<file path="src/hdl/bf5_pkg.sv">
// Shared constants for the 5x5 box filter block.
`default_nettype none

package bf5_pkg;

  localparam int PIXEL_W   = 8;
  localparam int PIXEL_MAX = 255;
  localparam int POS_W     = 3;

endpackage : bf5_pkg

`default_nettype wire

</file>
<file path="src/hdl/bf5_if.sv">
// Valid/ready channel interfaces for the pixel input and the result output.
`default_nettype none

interface bf5_pixel_if;
  import bf5_pkg::*;

  logic               valid;
  logic               ready;
  logic [PIXEL_W-1:0] pixel;

  modport source (output valid, output pixel, input ready);
  modport sink (input valid, input pixel, output ready);
endinterface : bf5_pixel_if

interface bf5_result_if;
  import bf5_pkg::*;

  logic               valid;
  logic               ready;
  logic [PIXEL_W-1:0] smoothed;
  logic [POS_W-1:0]   out_row;
  logic [POS_W-1:0]   out_col;
  logic               run_last;
  logic               frame_end;

  modport source (
    output valid, output smoothed, output out_row, output out_col,
    output run_last, output frame_end, input ready
  );
  modport sink (
    input valid, input smoothed, input out_row, input out_col,
    input run_last, input frame_end, output ready
  );
endinterface : bf5_result_if

`default_nettype wire

</file>
<file path="src/hdl/bf5_line_store.sv">
// Circular line store: one write port and one read port with registered read data.
`default_nettype none

module bf5_line_store #(
  parameter int DEPTH = 40
) (
  input  logic                         clk,
  input  logic                         we,
  input  logic [$clog2(DEPTH)-1:0]     waddr,
  input  logic [bf5_pkg::PIXEL_W-1:0]  wdata,
  input  logic                         re,
  input  logic [$clog2(DEPTH)-1:0]     raddr,
  output logic [bf5_pkg::PIXEL_W-1:0]  rdata
);
  import bf5_pkg::*;

  logic [PIXEL_W-1:0] mem [DEPTH];

  always_ff @(posedge clk) begin
    if (we) begin
      mem[waddr] <= wdata;
    end
  end

  always_ff @(posedge clk) begin
    if (re) begin
      rdata <= mem[raddr];
    end
  end

endmodule : bf5_line_store

`default_nettype wire

</file>
<file path="src/hdl/box_filter_5x5_zero_pad.sv">
// Top level of the box filter: mean over a square window with zero padding.
//
// Pixels of an IMAGE_SIZE x IMAGE_SIZE frame enter in raster order, and every
// result is the window sum divided by WINDOW*WINDOW, truncated. The last
// WINDOW rows are kept in a single-port-read line store. A pixel is taken in
// ST_IDLE and checked in the next cycle, in ST_CHECK. Each result fetches one
// column sum of the window from the line store, one read per window row
// inside the frame; the first result of each row first loads (WINDOW-1)/2
// more columns. The last pixel of a frame releases all results still
// pending, and the counters then restart for the next frame. The output
// register lets the next pixel be taken while a result waits to be taken.
`default_nettype none

module box_filter_5x5_zero_pad #(
  parameter int IMAGE_SIZE = 8,
  parameter int WINDOW     = 5
) (
  input  logic                clk,
  input  logic                rst,
  bf5_pixel_if.sink           pixels,
  bf5_result_if.source        results
);
  import bf5_pkg::*;

  localparam int HALF_UP    = WINDOW / 2;
  localparam int HALF_DOWN  = WINDOW - 1 - HALF_UP;
  localparam int AREA       = WINDOW * WINDOW;
  localparam int DEPTH      = WINDOW * IMAGE_SIZE;
  localparam int ADDR_W     = $clog2(DEPTH);
  localparam int SLOT_W     = $clog2(WINDOW);
  localparam int ROW_W      = $clog2(IMAGE_SIZE);
  localparam int ER_W       = $clog2(IMAGE_SIZE + 1);
  localparam int CMP_W      = $clog2(IMAGE_SIZE + WINDOW + 1);
  localparam int K_W        = $clog2(WINDOW + 1);
  localparam int COL_SUM_W  = $clog2(WINDOW * PIXEL_MAX + 1);
  localparam int SUM_W      = $clog2(AREA * PIXEL_MAX + 1);
  localparam int DIV_SH     = SUM_W + $clog2(AREA);
  localparam int RECIP      = ((1 << DIV_SH) + AREA - 1) / AREA;
  localparam int PROD_W     = DIV_SH + PIXEL_W;
  localparam int BASE_RESET = WINDOW - HALF_UP;

  typedef enum logic [2:0] {
    ST_IDLE,
    ST_CHECK,
    ST_COLUMN,
    ST_SHIFT,
    ST_MUL,
    ST_EMIT
  } state_t;

  state_t                 state;
  logic [ROW_W-1:0]       in_row;
  logic [ROW_W-1:0]       in_col;
  logic [SLOT_W-1:0]      in_slot;
  logic [ROW_W-1:0]       cur_r;
  logic [ROW_W-1:0]       cur_c;
  logic                   cur_last;
  logic [ER_W-1:0]        emit_row;
  logic [ROW_W-1:0]       emit_col;
  logic [SLOT_W-1:0]      base_slot;
  logic [CMP_W-1:0]       fetch_col;
  logic [K_W-1:0]         pre_cnt;
  logic [K_W-1:0]         rd_k;
  logic [SLOT_W-1:0]      rd_slot;
  logic [CMP_W-1:0]       rd_off;
  logic                   rd_vq;
  logic [COL_SUM_W-1:0]   col_acc;
  logic [COL_SUM_W-1:0]   taps [WINDOW];
  logic [SUM_W-1:0]       win_sum;
  logic [PROD_W-1:0]      prod;

  logic                   res_valid;
  logic [PIXEL_W-1:0]     res_smoothed;
  logic [POS_W-1:0]       res_row;
  logic [POS_W-1:0]       res_col;
  logic                   res_run_last;
  logic                   res_frame_end;

  logic                   accept;
  logic                   in_is_last;
  logic                   out_free;
  logic                   fetch_en;
  logic [ADDR_W-1:0]      waddr;
  logic [ADDR_W-1:0]      raddr;
  logic [PIXEL_W-1:0]     rdata;
  logic [COL_SUM_W-1:0]   col_total;
  logic                   col_wrap;
  logic [ROW_W-1:0]       nx_col;
  logic [ER_W-1:0]        nx_row;
  logic                   cond_now;
  logic                   cond_next;
  logic [SLOT_W-1:0]      base_slot_inc;
  logic [SLOT_W-1:0]      rd_slot_inc;

  function automatic logic can_emit(
    input logic [ER_W-1:0]  er,
    input logic [ROW_W-1:0] ec,
    input logic [ROW_W-1:0] r,
    input logic [ROW_W-1:0] c,
    input logic             last
  );
    logic [CMP_W-1:0] nr;
    logic [CMP_W-1:0] nc;
    nr = CMP_W'(er) + CMP_W'(HALF_DOWN);
    nc = CMP_W'(ec) + CMP_W'(HALF_DOWN);
    if (nr > CMP_W'(IMAGE_SIZE - 1)) begin
      nr = CMP_W'(IMAGE_SIZE - 1);
    end
    if (nc > CMP_W'(IMAGE_SIZE - 1)) begin
      nc = CMP_W'(IMAGE_SIZE - 1);
    end
    return (er < ER_W'(IMAGE_SIZE)) &&
           (last || (nr < CMP_W'(r)) || ((nr == CMP_W'(r)) && (nc <= CMP_W'(c))));
  endfunction

  assign accept     = pixels.valid && pixels.ready;
  assign in_is_last = (in_row == ROW_W'(IMAGE_SIZE - 1)) && (in_col == ROW_W'(IMAGE_SIZE - 1));
  assign out_free   = !res_valid || results.ready;

  assign fetch_en = (state == ST_COLUMN) &&
                    (rd_off >= CMP_W'(HALF_UP)) &&
                    (rd_off < CMP_W'(IMAGE_SIZE + HALF_UP)) &&
                    (fetch_col < CMP_W'(IMAGE_SIZE));

  assign waddr = ADDR_W'(ADDR_W'(in_slot) * ADDR_W'(IMAGE_SIZE)) + ADDR_W'(in_col);
  assign raddr = ADDR_W'(ADDR_W'(rd_slot) * ADDR_W'(IMAGE_SIZE)) + ADDR_W'(fetch_col);

  assign col_total = col_acc + (rd_vq ? COL_SUM_W'(rdata) : COL_SUM_W'(0));

  assign col_wrap = (emit_col == ROW_W'(IMAGE_SIZE - 1));
  assign nx_col   = col_wrap ? ROW_W'(0) : emit_col + ROW_W'(1);
  assign nx_row   = col_wrap ? emit_row + ER_W'(1) : emit_row;

  assign base_slot_inc = (base_slot == SLOT_W'(WINDOW - 1)) ? SLOT_W'(0)
                                                             : base_slot + SLOT_W'(1);
  assign rd_slot_inc   = (rd_slot == SLOT_W'(WINDOW - 1)) ? SLOT_W'(0)
                                                           : rd_slot + SLOT_W'(1);

  assign cond_now  = can_emit(emit_row, emit_col, cur_r, cur_c, cur_last);
  assign cond_next = can_emit(nx_row, nx_col, cur_r, cur_c, cur_last);

  bf5_line_store #(
    .DEPTH (DEPTH)
  ) u_line_store (
    .clk   (clk),
    .we    (accept),
    .waddr (waddr),
    .wdata (pixels.pixel),
    .re    (fetch_en),
    .raddr (raddr),
    .rdata (rdata)
  );

  always_ff @(posedge clk) begin
    if (rst) begin
      state     <= ST_IDLE;
      in_row    <= '0;
      in_col    <= '0;
      in_slot   <= '0;
      cur_last  <= 1'b0;
      emit_row  <= '0;
      emit_col  <= '0;
      base_slot <= SLOT_W'(BASE_RESET);
      pre_cnt   <= '0;
      rd_vq     <= 1'b0;
      res_valid <= 1'b0;
    end else begin
      rd_vq <= fetch_en;
      if (results.ready && (state != ST_EMIT)) begin
        res_valid <= 1'b0;
      end
      unique case (state)
        ST_IDLE: begin
          if (accept) begin
            cur_r    <= in_row;
            cur_c    <= in_col;
            cur_last <= in_is_last;
            if (in_is_last) begin
              in_row  <= '0;
              in_col  <= '0;
              in_slot <= '0;
            end else if (in_col == ROW_W'(IMAGE_SIZE - 1)) begin
              in_col  <= '0;
              in_row  <= in_row + ROW_W'(1);
              in_slot <= (in_slot == SLOT_W'(WINDOW - 1)) ? SLOT_W'(0)
                                                           : in_slot + SLOT_W'(1);
            end else begin
              in_col <= in_col + ROW_W'(1);
            end
            state <= ST_CHECK;
          end
        end
        ST_CHECK: begin
          if (cond_now) begin
            if (emit_col == '0) begin
              for (int i = 0; i < WINDOW; i++) begin
                taps[i] <= '0;
              end
              win_sum   <= '0;
              fetch_col <= '0;
              pre_cnt   <= K_W'(HALF_DOWN);
            end
            rd_k    <= '0;
            rd_slot <= base_slot;
            rd_off  <= CMP_W'(emit_row);
            col_acc <= '0;
            state   <= ST_COLUMN;
          end else begin
            if (cur_last) begin
              emit_row  <= '0;
              emit_col  <= '0;
              base_slot <= SLOT_W'(BASE_RESET);
            end
            state <= ST_IDLE;
          end
        end
        ST_COLUMN: begin
          col_acc <= col_total;
          rd_k    <= rd_k + K_W'(1);
          rd_off  <= rd_off + CMP_W'(1);
          rd_slot <= rd_slot_inc;
          if (rd_k == K_W'(WINDOW - 1)) begin
            state <= ST_SHIFT;
          end
        end
        ST_SHIFT: begin
          taps[0] <= col_total;
          for (int i = 1; i < WINDOW; i++) begin
            taps[i] <= taps[i-1];
          end
          win_sum   <= win_sum + SUM_W'(col_total) - SUM_W'(taps[WINDOW-1]);
          fetch_col <= fetch_col + CMP_W'(1);
          if (pre_cnt != '0) begin
            pre_cnt <= pre_cnt - K_W'(1);
            rd_k    <= '0;
            rd_slot <= base_slot;
            rd_off  <= CMP_W'(emit_row);
            col_acc <= '0;
            state   <= ST_COLUMN;
          end else begin
            state <= ST_MUL;
          end
        end
        ST_MUL: begin
          prod  <= PROD_W'(win_sum) * PROD_W'(RECIP);
          state <= ST_EMIT;
        end
        ST_EMIT: begin
          if (out_free) begin
            res_valid     <= 1'b1;
            res_smoothed  <= prod[PROD_W-1 -: PIXEL_W];
            res_row       <= emit_row[POS_W-1:0];
            res_col       <= emit_col[POS_W-1:0];
            res_run_last  <= !cond_next;
            res_frame_end <= !cond_next && cur_last;
            if (!cond_next && cur_last) begin
              emit_row  <= '0;
              emit_col  <= '0;
              base_slot <= SLOT_W'(BASE_RESET);
            end else begin
              emit_col <= nx_col;
              emit_row <= nx_row;
              if (col_wrap) begin
                base_slot <= base_slot_inc;
              end
            end
            if (!cond_next) begin
              state <= ST_IDLE;
            end else begin
              state <= ST_CHECK;
            end
          end
        end
        default: begin
          state <= ST_IDLE;
        end
      endcase
    end
  end

  assign pixels.ready      = (state == ST_IDLE);
  assign results.valid     = res_valid;
  assign results.smoothed  = res_smoothed;
  assign results.out_row   = res_row;
  assign results.out_col   = res_col;
  assign results.run_last  = res_run_last;
  assign results.frame_end = res_frame_end;

  // A result is only ever built for a position inside the frame.
  a_emit_in_frame: assert property (@(posedge clk) disable iff (rst)
    (state == ST_EMIT) |-> (emit_row < ER_W'(IMAGE_SIZE)))
    else $error("result built for a row outside the frame");

  // The column window must be fully loaded when the sum goes to the multiplier.
  a_window_aligned: assert property (@(posedge clk) disable iff (rst)
    (state == ST_MUL) |-> (fetch_col == CMP_W'(emit_col) + CMP_W'(HALF_DOWN + 1)))
    else $error("column window out of step with the result position");

  // A column sum is folded in only right after its line store reads.
  a_shift_after_fetch: assert property (@(posedge clk) disable iff (rst)
    (state == ST_SHIFT) |-> ($past(state) == ST_COLUMN))
    else $error("column sum shifted in without a fetch");

endmodule : box_filter_5x5_zero_pad

`default_nettype wire

</file>
<file path="src/flat_wrapper.sv">
// flat-port wrapper written by rule: the top's interface ports become plain ports
module box_filter_5x5_zero_pad_flat import bf5_pkg::*;
#(
  parameter int IMAGE_SIZE = 8,
  parameter int WINDOW     = 5
)
  (clk, rst, pixels_valid, pixels_pixel, pixels_ready, results_valid, results_smoothed, results_out_row, results_out_col, results_run_last, results_frame_end, results_ready);
  bf5_pixel_if pixels_i ();
  bf5_result_if results_i ();
  input  logic clk;
  input  logic rst;
  input wire logic [$bits(pixels_i.valid)-1:0] pixels_valid;
  input wire logic [$bits(pixels_i.pixel)-1:0] pixels_pixel;
  output wire logic [$bits(pixels_i.ready)-1:0] pixels_ready;
  output wire logic [$bits(results_i.valid)-1:0] results_valid;
  output wire logic [$bits(results_i.smoothed)-1:0] results_smoothed;
  output wire logic [$bits(results_i.out_row)-1:0] results_out_row;
  output wire logic [$bits(results_i.out_col)-1:0] results_out_col;
  output wire logic [$bits(results_i.run_last)-1:0] results_run_last;
  output wire logic [$bits(results_i.frame_end)-1:0] results_frame_end;
  input wire logic [$bits(results_i.ready)-1:0] results_ready;
  assign pixels_i.valid = pixels_valid;
  assign pixels_i.pixel = pixels_pixel;
  assign pixels_ready = pixels_i.ready;
  assign results_valid = results_i.valid;
  assign results_smoothed = results_i.smoothed;
  assign results_out_row = results_i.out_row;
  assign results_out_col = results_i.out_col;
  assign results_run_last = results_i.run_last;
  assign results_frame_end = results_i.frame_end;
  assign results_i.ready = results_ready;
  box_filter_5x5_zero_pad #(.IMAGE_SIZE(IMAGE_SIZE), .WINDOW(WINDOW)) u_core (.clk(clk), .rst(rst), .pixels(pixels_i), .results(results_i));
endmodule
</file>
<file path="config.mk">
export PLATFORM = sky130hd
export DESIGN_NAME = box_filter_5x5_zero_pad_flat
export DESIGN_NICKNAME = d
export VERILOG_FILES = /design/src/hdl/bf5_pkg.sv /design/src/hdl/bf5_if.sv /design/src/hdl/bf5_line_store.sv /design/src/hdl/box_filter_5x5_zero_pad.sv /design/src/flat_wrapper.sv
export SDC_FILE = /design/constraint.sdc
export NUM_CORES = 1
export LEC_CHECK = 0
export ABC_AREA = 1
export BUFFER_PORTS_ARGS = -buffer_cell sky130_fd_sc_hd__buf_2
export CAP_MARGIN = 20
export CORE_MARGIN = 10
export CORE_UTILIZATION = 69
export DETAILED_ROUTE_END_ITERATION = 16
export PLACE_DENSITY = 0.86
export RECOVER_POWER = 25
export REMOVE_ABC_BUFFERS = 1
export SLEW_MARGIN = 20
export SYNTH_ARGS = -nofsm -noshare
export SYNTH_HDL_FRONTEND = slang
export SYNTH_HIERARCHICAL = 1
export SYNTH_SLANG_ARGS = --single-unit
</file>
<file path="constraint.sdc">
create_clock -name clk -period 19.62 [get_ports clk]
set_clock_uncertainty 0.1 [all_clocks]
set_input_delay 2.943 -clock clk [delete_from_list [all_inputs] [get_ports clk]]
set_output_delay 2.943 -clock clk [all_outputs]
set_load 0.005 [all_outputs]
</file>
* Word level (Yosys, flattened, before mapping) *
Memory sizes are Yosys's and may differ from the RTL's. A register that Yosys moved wholly into a read port is not among the register bits.
Cells that the tools add are included.

word-level totals
  memories = 2
  bits in writable memories = 375
  output and inout port bits = 18
  word-level logic and storage cells = 206
  flip-flop bits (word level) = 113
  bits of input ports = 12

memory list
  memory                   depth  bits a word  read ports  clocked after Yosys merged registers in  write ports  RTL line                       text
  u_core.u_line_store.mem  40     8            1           1                                        1            bf5_line_store.sv:17           logic [PIXEL_W-1:0] mem [DEPTH];
  u_core.taps              5      11           5           0                                        5            box_filter_5x5_zero_pad.sv:68  logic [COL_SUM_W-1:0] taps [WINDOW];

cells by class
  eq/ne operators = 24
  reduce and logical (&&, ||, !) cells = 36
  mux-type cells = 79
  add/subtract/negate cells = 20
  bitwise logic cells = 6
  multiply operators = 1
  order comparisons = 13

operators by type and width
  kind                                                  count
  2-to-1 mux 3 bit                                      30
  2-to-1 mux 11 bit                                     7
  2-to-1 mux 4 bit                                      13
  one-hot mux 11 bit (3 select lines)                   1
  equality test 3 bit (second input constant)           9
  2-to-1 mux 13 bit                                     2
  one-hot mux 13 bit (2 select lines)                   1
  multiplier 13 x 13 -> 25 bit (second input constant)  1
  adder 3 x 1 -> 3 bit (second input constant)          7
  one-hot mux 3 bit (2 select lines)                    3
  one-hot mux 3 bit (3 select lines)                    2
  one-hot mux 3 bit (6 select lines)                    1
  > comparator 4 x 3 -> 1 bit (second input constant)   4
  less-than comparator 4 bit (second input constant)    4
  one-hot mux 4 bit (2 select lines)                    2
  AND reduction 4 bit                                   4
  2-to-1 mux 1 bit                                      14
  adder 13 x 11 -> 13 bit                               1
  subtractor 13 x 11 -> 13 bit                          1
  adder 4 x 1 -> 4 bit (second input constant)          3
  one-hot mux 4 bit (3 select lines)                    1
  AND reduction 3 bit                                   4
  adder 11 bit                                          1
  logical AND 1 bit                                     11
  other kinds (26)                                      52

* Longest topological paths before layout *
Gate-level depths: netlist of run 1.

  depth after elaboration = 14
  depth in mapped cells = 22
  gate-level depth less buffers = 21

* By module *
Netlist of run 1, hierarchy kept.

by module, submodules not included
  module                   instances  area each (sq um)  cells an instance  seq. area each (sq um)
  bf5_line_store           1          13,302.8           1,094              9,849.4
  box_filter_5x5_zero_pad  1          11,290.8           1,208              4,254.1

* Worst setup path before layout of run 1 *
OpenSTA, ideal clock, no wires.

  kind = input port to flip-flop
  from = input port rst
  to = memory u_core/taps[0][0] (netlist name) (enable)
  library setup time = 0.544 ns
  slack = 11.631 ns
  data required time = 18.976 ns
  path buffers = 1
  data arrival time = 7.345 ns
  stages = 4
  cells stage by stage = inv_1 -> buf_1 -> nand3_1 -> o21ai_0

RTL lines
  what         RTL line                       text
  from (decl)  flat_wrapper.sv:11             input logic rst;
  to (decl)    box_filter_5x5_zero_pad.sv:68

* Worst setup path in the final report of run 1 *
  from = register u_core.fetch_col[0]
  to = register u_core/u_line_store/rdata[2] (netlist name) (read register of u_core.u_line_store.mem) (data pin)

on the way
  cells in the longest elaborated chain, start to end = 2
  elaborated cells between the ends (all ways) = 3
  classes of those cells = add/sub (1); order compare (1); reduce/logical (1)

ends and longest elaborated chain
  what                                                                          RTL line                        text
  from (decl)                                                                   box_filter_5x5_zero_pad.sv:61   logic [CMP_W-1:0] fetch_col;
  from (signal assigned)                                                        box_filter_5x5_zero_pad.sv:232  fetch_col <= fetch_col + CMP_W'(1);
  parallel branches: the longest is 2 deep, another holds adder 6 x 4 -> 6 bit  n/a
  to (decl)                                                                     bf5_line_store.sv:13            output logic [bf5_pkg::PIXEL_W-1:0] rdata

Parallel ways; which one is timed is not known.
A chain may end at the register's enable or synchronous reset.

==> results.toml, run 1 <==
[power]
power_switching_mw = 0.932
cellInternalPower_mw = 1.95
power_density_nw_per_um2 = 108
pwr-share-seq_pct = 40.8
comb_power_share_pct = 27.8
p_sw_share_pct = 32.4
pwr-share-clk_pct = 31.4
p_leak_nw = 10.9
peakVddDrop_mv = 0.140

[synth]
muxShareOfSynthArea_pct = 0
synth_area_um2 = 24600
avgSynthCellArea_um2 = 10.7
synthSimpleGateAreaFrac_pct = 18.0
yosysMostFrequentCell = "nand2_1"
synthArstFlopShare_pct = 0
ys_dominant_reg_cell = "edfxtp_1"
synth.top_cells.by_count = "nand2_1 (491), edfxtp_1 (451), nand3_1 (276)"
synth_top_family_by_area = "simple AND/OR/NAND/NOR gates"
yosys.area.top_type = "edfxtp_1"
yosysTopAreaCellShare_pct = 55.1
syn_inst = 2302
synth_adder_area_share_pct = 13.1
synth_compound_area_share_pct = 4.60
synthTopCellsByArea = "edfxtp_1 (55%), ha_1 (7.5%), nand2_1 (7.5%), nand3_1 (5.6%), fa_1 (5.5%)"
ys_ff_latch = 479
seq_area_frac_synth_pct = 57.3
yosysWarnings = 6
ys_types = 50
synthXorXnorAreaFrac_pct = 0.962
synth_edf_count = 451

[timing]
tightest_slew_ns = 3.54
hold_violations = 0
fin_tns_setup_ns = 0
fin_crit_sh_pct = 32.8
fmax_ghz = 0.155
setup_viol = 0
relSlewSlack_pct = -136
slew_violations = 368
min_period_ns = 6.44
rsz0062_at_grt = "false"

[critical_path]
ff2ff_setup_slack_ns = 13.18
crit_family = "buffers and inverters"
rr_worst_depth = 10
slowest_stage = "clkbuf_1"
cp.depth = 10
path_cells = "clkinvlp_2 -> clkbuf_1 -> nand2_1 -> nand3_1 -> nand3_1 -> nand2_1 -> nand2_1 -> nand3_1 -> nand3_1 -> nand2_1"
crit_path_max_incr_delay_ns = 2.57
end_kind = "flop"
crit_required_ns = 19.98
path_class = "flop to flop"
path_buf_inv = 2
cp_max_fo = 81
start_kind = "flop"
critPathArrivalTime_ns = 6.79

[layout]
antennaDiodeCount = 0
finalInstanceArea_um2 = 26600
nFillCells = 2200
seqCellArea_um2 = 14100
nets = 2543
drive_above_1_share_pct = 6.42
syn2layout_area_growth_pct = 7.99
multi_input_area_um2 = 9000

[clock_network]
ctsRootBufferMaster = "clkbuf_16"
clockBufferDepth = 3
cts.clk_slew.worst_paths_ns = 0.06
cts_max_level = 2
cts_inserted_buffers = 47
clkLatencyLatePin_ns = 0.60
cts_tree = "built"
postCtsSetupRepairBufs = 0
clock_sinks = 479
cts_resized = 0
ctsHoldBuffers = 0

[route]
drcViolationCount = 0
dr.pass1.iters = 6
vias = 17096
wl_um = 55900
routedWlPerCell_um = 19.8
drt_iter0_markers = 1903
via_per_inst = 6.08
antenna_left = 0

[place]
place_area_um2 = 25000
port_buffers = 29
hpwl_um = 35700
place_congestion = 0.901

[floorplan]
die_h_um = 209
die_area_um2 = 43600
core-area_um2 = 35400
die_w_um = 209
initial_core_util_pct = 69.5
row_count = 69
num_io_pins = 30

[outcome]
violations = "max-capacitance violations, max-slew violations"
status = "finished, violations left"

[grt]
grt_pass1_vias = 17024
grt_pass1_wl_um = 88300
antenna_found_initial = 0
overflow = 0
track_usage_pct = 25.1
grt_max_degree = 82

[min_path]
hold_depth = 0
hold_path_class = "flop to flop"

[run]
drv_cap = 7
[path summary, 6_finish.rpt]
check / start / end
worst max-delay path: u_core/fetch_col[0] / u_core/u_line_store/rdata[2]
worst min register to register: u_core/prod[21] / u_core/results.smoothed[3]
worst min-delay path: u_core/prod[21] / u_core/results.smoothed[3]
worst max register to register: u_core/fetch_col[0] / u_core/u_line_store/rdata[2]
[routing by layer]
layer / GRT usage [%] / vias up / share of wire, %
li1: - / 7830 / -
met4: 11.5 / 0 / 4.2
met1: 30.0 / 8237 / 37
met3: 3.85 / 183 / 7.4
met5: 0 / - / 0
met2: 44.0 / 846 / 51
[registers in the layout (all words and copies together), names as in the netlist, 4 cells and up]
name and count:
u_core/u_line_store/rdata 8, u_core/u_line_store/mem 320, u_core/prod 8, u_core/fetch_col 4, u_core/col_acc 11, u_core/results.smoothed 8
u_core/win_sum 13, u_core/emit_row 4, u_core/rd_off 4, u_core/taps 55
[worst register-to-register path: stages (launching register included)]
cell and delay (ns):
edfxtp_1 0.51, clkinvlp_2 1.69, clkbuf_1 2.58, nand2_1 0.43, nand3_1 0.28, nand3_1 0.13, nand2_1 0.16, nand2_1 0.07
nand3_1 0.11, nand3_1 0.11, nand2_1 0.12
[kinds of logic after synthesis]
| group | count (synthesis) |
|---|---|
| and+or+nand+nor | 1028 |
| DFF | 479 |
| xor gates and xnor gates | 27 |
| buffers and inverters | 358 |
| adders and majority gates | 216 |
| AOI/OAI and AO/OA | 194 |
[cell type report]
class / count / area share (%)
sequential: 479 / 53.1
multi-input combinational: 1465 / 33.9
clock buffer: 58 / 4.74
inverter: 274 / 3.89
tap: 461 / 2.17
clock inverter: 29 / 1.12
timing repair buffer: 48 / 1.07
[cells in the final DEF (no fill, tap or decap), drive strengths merged]
master    netlist  final
nand2         499    499
edfxtp        451    451
nand3         276    276
inv           272    271
nor2          210    210
ha            148    148
o21ai          74     74
fa             68     68
clkbuf         29     65
a21oi          64     64
buf            55     41
dfxtp          28     28
clkinv          2     20
xor2           17     17
nand4          15     15
o211ai         12     12
xnor2          10     10
nor4           10     10
nor3            9      9
o22ai           9      9
o221ai          8      8
clkinvlp        0      8
a21o            7      7
o21bai          6      6
bufinv          0      4
a211oi          4      4
or2             4      4
a21boi          3      3
o31ai           3      3
and3            3      3
a31oi           2      2
nand3b          1      1
or4             1      1
a22o            1      1
o21a            1      1
[power groups by stage]
stage / sequential (mW) / combinational [mW] / clock (mW)
floorplan: 1.20 / 0.575 / 0
global placement: 1.19 / 0.752 / 0
detailed placement: 1.20 / 0.782 / 0
CTS: 1.17 / 0.792 / 0.914
global route: 1.18 / 0.909 / 0.954
finish: 1.18 / 0.801 / 0.905
[per-stage QoR]
stage,power (mW),setup WS [ns],util (%),hold slack [ns],instances
final,2.88,13.18,75.0,0.319,2814
after global routing,3.04,12.82,75.0,0.334,2814
after CTS,2.88,14.39,75.1,0.319,2813
after detailed placement,1.98,13.78,70.7,0.305,2726
after floorplan,1.77,11.62,-,0.300,2218
after global placement,1.95,13.90,70.7,0.306,2726
Note: power is estimated with default switching activity, not from simulation.
==> run 2: changes to the inputs <==
--- a/config.mk
+++ b/config.mk
@@ -9,9 +9,9 @@
 export BUFFER_PORTS_ARGS = -buffer_cell sky130_fd_sc_hd__buf_2
 export CAP_MARGIN = 20
 export CORE_MARGIN = 10
-export CORE_UTILIZATION = 69
+export CORE_UTILIZATION = 64
 export DETAILED_ROUTE_END_ITERATION = 16
-export PLACE_DENSITY = 0.86
+export PLACE_DENSITY = 0.81
 export RECOVER_POWER = 25
 export REMOVE_ABC_BUFFERS = 1
 export SLEW_MARGIN = 20
==> constraint.sdc (replaced) <==
create_clock -name clk -period 6.56 [get_ports clk]
set_clock_uncertainty 0.1 [all_clocks]
set_input_delay 0.984 -clock clk [delete_from_list [all_inputs] [get_ports clk]]
set_output_delay 0.984 -clock clk [all_outputs]
set_load 0.005 [all_outputs]
==> results.toml, run 2 (synthesis gave the netlist of run 1 again) <==
[grt]
overflow = 0
grt_max_degree = 105
grt_pass1_wl_um = 85400
track_usage_pct = 22.7
antenna_found_initial = 0
grt_pass1_vias = 16466

[critical_path]
ff2ff_setup_slack_ns = 1.81
end_kind = "flop"
crit_top_cell = "inv_1"
path_class = "flop to flop"
slowest_stage = "edfxtp_1"
timing.rr.end = "u_core/prod[22]"
start_kind = "flop"
crit_path_max_incr_delay_ns = 0.62
r2r-start = "u_core/win_sum[10]"
rr_worst_depth = 17
cp_max_fo = 8
critPathArrivalTime_ns = 4.98
crit_required_ns = 6.79
path_cells = "fa_1 -> ha_1 -> inv_1 -> fa_1 -> inv_1 -> fa_1 -> inv_1 -> fa_1 -> inv_1 -> ha_1 -> nand2_1 -> nor2_1 -> inv_1 -> nor3_1 -> nand3_1 -> nand3_1 -> xor2_1"

[place]
hpwl_um = 34800
place_congestion = 0.903
place_area_um2 = 25100
pre_cts_slack_ns = 1.83
port_buffers = 29

[layout]
final_common_cell = "nand2_1"
largestRegisters = "u_core/u_line_store/mem x320, u_core/taps x55, u_core/win_sum x13"
antennaDiodeCount = 0
multi_input_area_um2 = 9030
final_cell_mix = "nand2_1 (490), edfxtp_1 (451), nand3_1 (276)"
top_register = "u_core/u_line_store/mem"
nets = 2546
syn2layout_area_growth_pct = 8.96
drive_above_1_share_pct = 6.83
nFillCells = 2582
finalInstanceArea_um2 = 26800
largest_reg_flops = 320
seqCellArea_um2 = 14100

[clock_network]
cts_inserted_buffers = 49
postCtsSetupRepairBufs = 0
clock_sinks = 479
clockBufferDepth = 3
cts_resized = 0
cts_tree = "built"
ctsHoldBuffers = 0
cts_max_level = 2
cts.clk_slew.worst_paths_ns = 0.06
clkLatencyLatePin_ns = 0.60
ctsRootBufferMaster = "clkbuf_16"

[timing]
hold_violations = 0
fin_crit_sh_pct = 72.3
setup_viol = 0
fin_tns_setup_ns = 0
fmax_ghz = 0.211
min_period_ns = 4.75
relSlewSlack_pct = -28.8
rsz0062_at_grt = "false"
slew_violations = 246
tightest_slew_ns = 1.93
setup_ws_ns = 1.81

[route]
drt_iter0_markers = 1756
antenna_left = 0
via_per_inst = 5.83
routedWlPerCell_um = 18.7
wl_um = 53600
drcViolationCount = 0
vias = 16724
dr.pass1.iters = 8

[floorplan]
die_w_um = 216
core-area_um2 = 37800
die_h_um = 216
num_io_pins = 30
row_count = 71
initial_core_util_pct = 65.1
die_area_um2 = 46700

[outcome]
violations = "max-capacitance violations, max-slew violations"
status = "finished, violations left"

[min_path]
hold_path_class = "flop to flop"
min_to = "u_core/results.smoothed[7]"
hold_depth = 0
hold_path.startpoint = "u_core/prod[25]"

[power]
peakVddDrop_mv = 0.260
power_density_nw_per_um2 = 329
power.total_mw = 8.81
p_leak_nw = 11.0

[run]
drv_cap = 6
==> run 2: cell count changes in the layout (fill, tap and decap cells not counted), sizes merged <==
cell / change
bufinv: +5
inv: +3
clkinvlp: -5
buf: +2
clkbuf: -1
==> run 2: worst max path at each step <==
stage / start / endpoint / slack [ns] / depth (start not counted)
after floorplan: u_core/emit_row[1] / u_core/taps[0][0] / 0.11 / 11
after global placement: u_core/win_sum[10] / u_core/prod[24] / 1.96 / 15
after detailed placement: u_core/win_sum[10] / u_core/prod[22] / 1.83 / 17
final: u_core/win_sum[10] / u_core/prod[22] / 1.81 / 17
after CTS: u_core/win_sum[10] / u_core/prod[22] / 1.81 / 17
after global routing: u_core/win_sum[10] / u_core/prod[22] / 1.50 / 17
==> run 2: stage by stage <==
step                util, %  instances  hold slack, ns
global route           71.0       2868           0.327
finish                 71.0       2868           0.324
floorplan                 -       2218           0.300
detailed placement     66.4       2777           0.306
global placement       66.4       2777           0.303
CTS                    70.9       2867           0.324
==> run 2: layout make-up <==
class	count	area share, %
clock buffers	58	4.70
clock inverters	32	1.62
inverters	274	3.86
multi-input cells	1465	33.7
flip-flops and latches	479	52.6
well taps	511	2.39
repair buffers	49	1.10
==> run 2: layer usage <==
layer	share of wire [%]	vias to the layer above	global-route usage, %
met5	0	-	0
met2	51	746	39.7
li1	-	7832	-
met3	6.9	107	3.80
met1	39	8039	28.0
met4	3.0	0	7.85
==> run 2: power breakdown <==
group	leakage, nW	switching (mW)	internal (mW)
clock	0.823	1.17	1.74
sequential	4.32	0.0509	3.46
combinational	5.90	1.57	0.820
==> run 2: critical path, delay by kind of cell (launching register included) <==
family | cells | cell delay, ns
fa+ha+maj | 6 | 2.65
flops | 1 | 0.62
simple gates | 5 | 0.78
buf+inv | 5 | 0.27
xor+xnor | 1 | 0.06
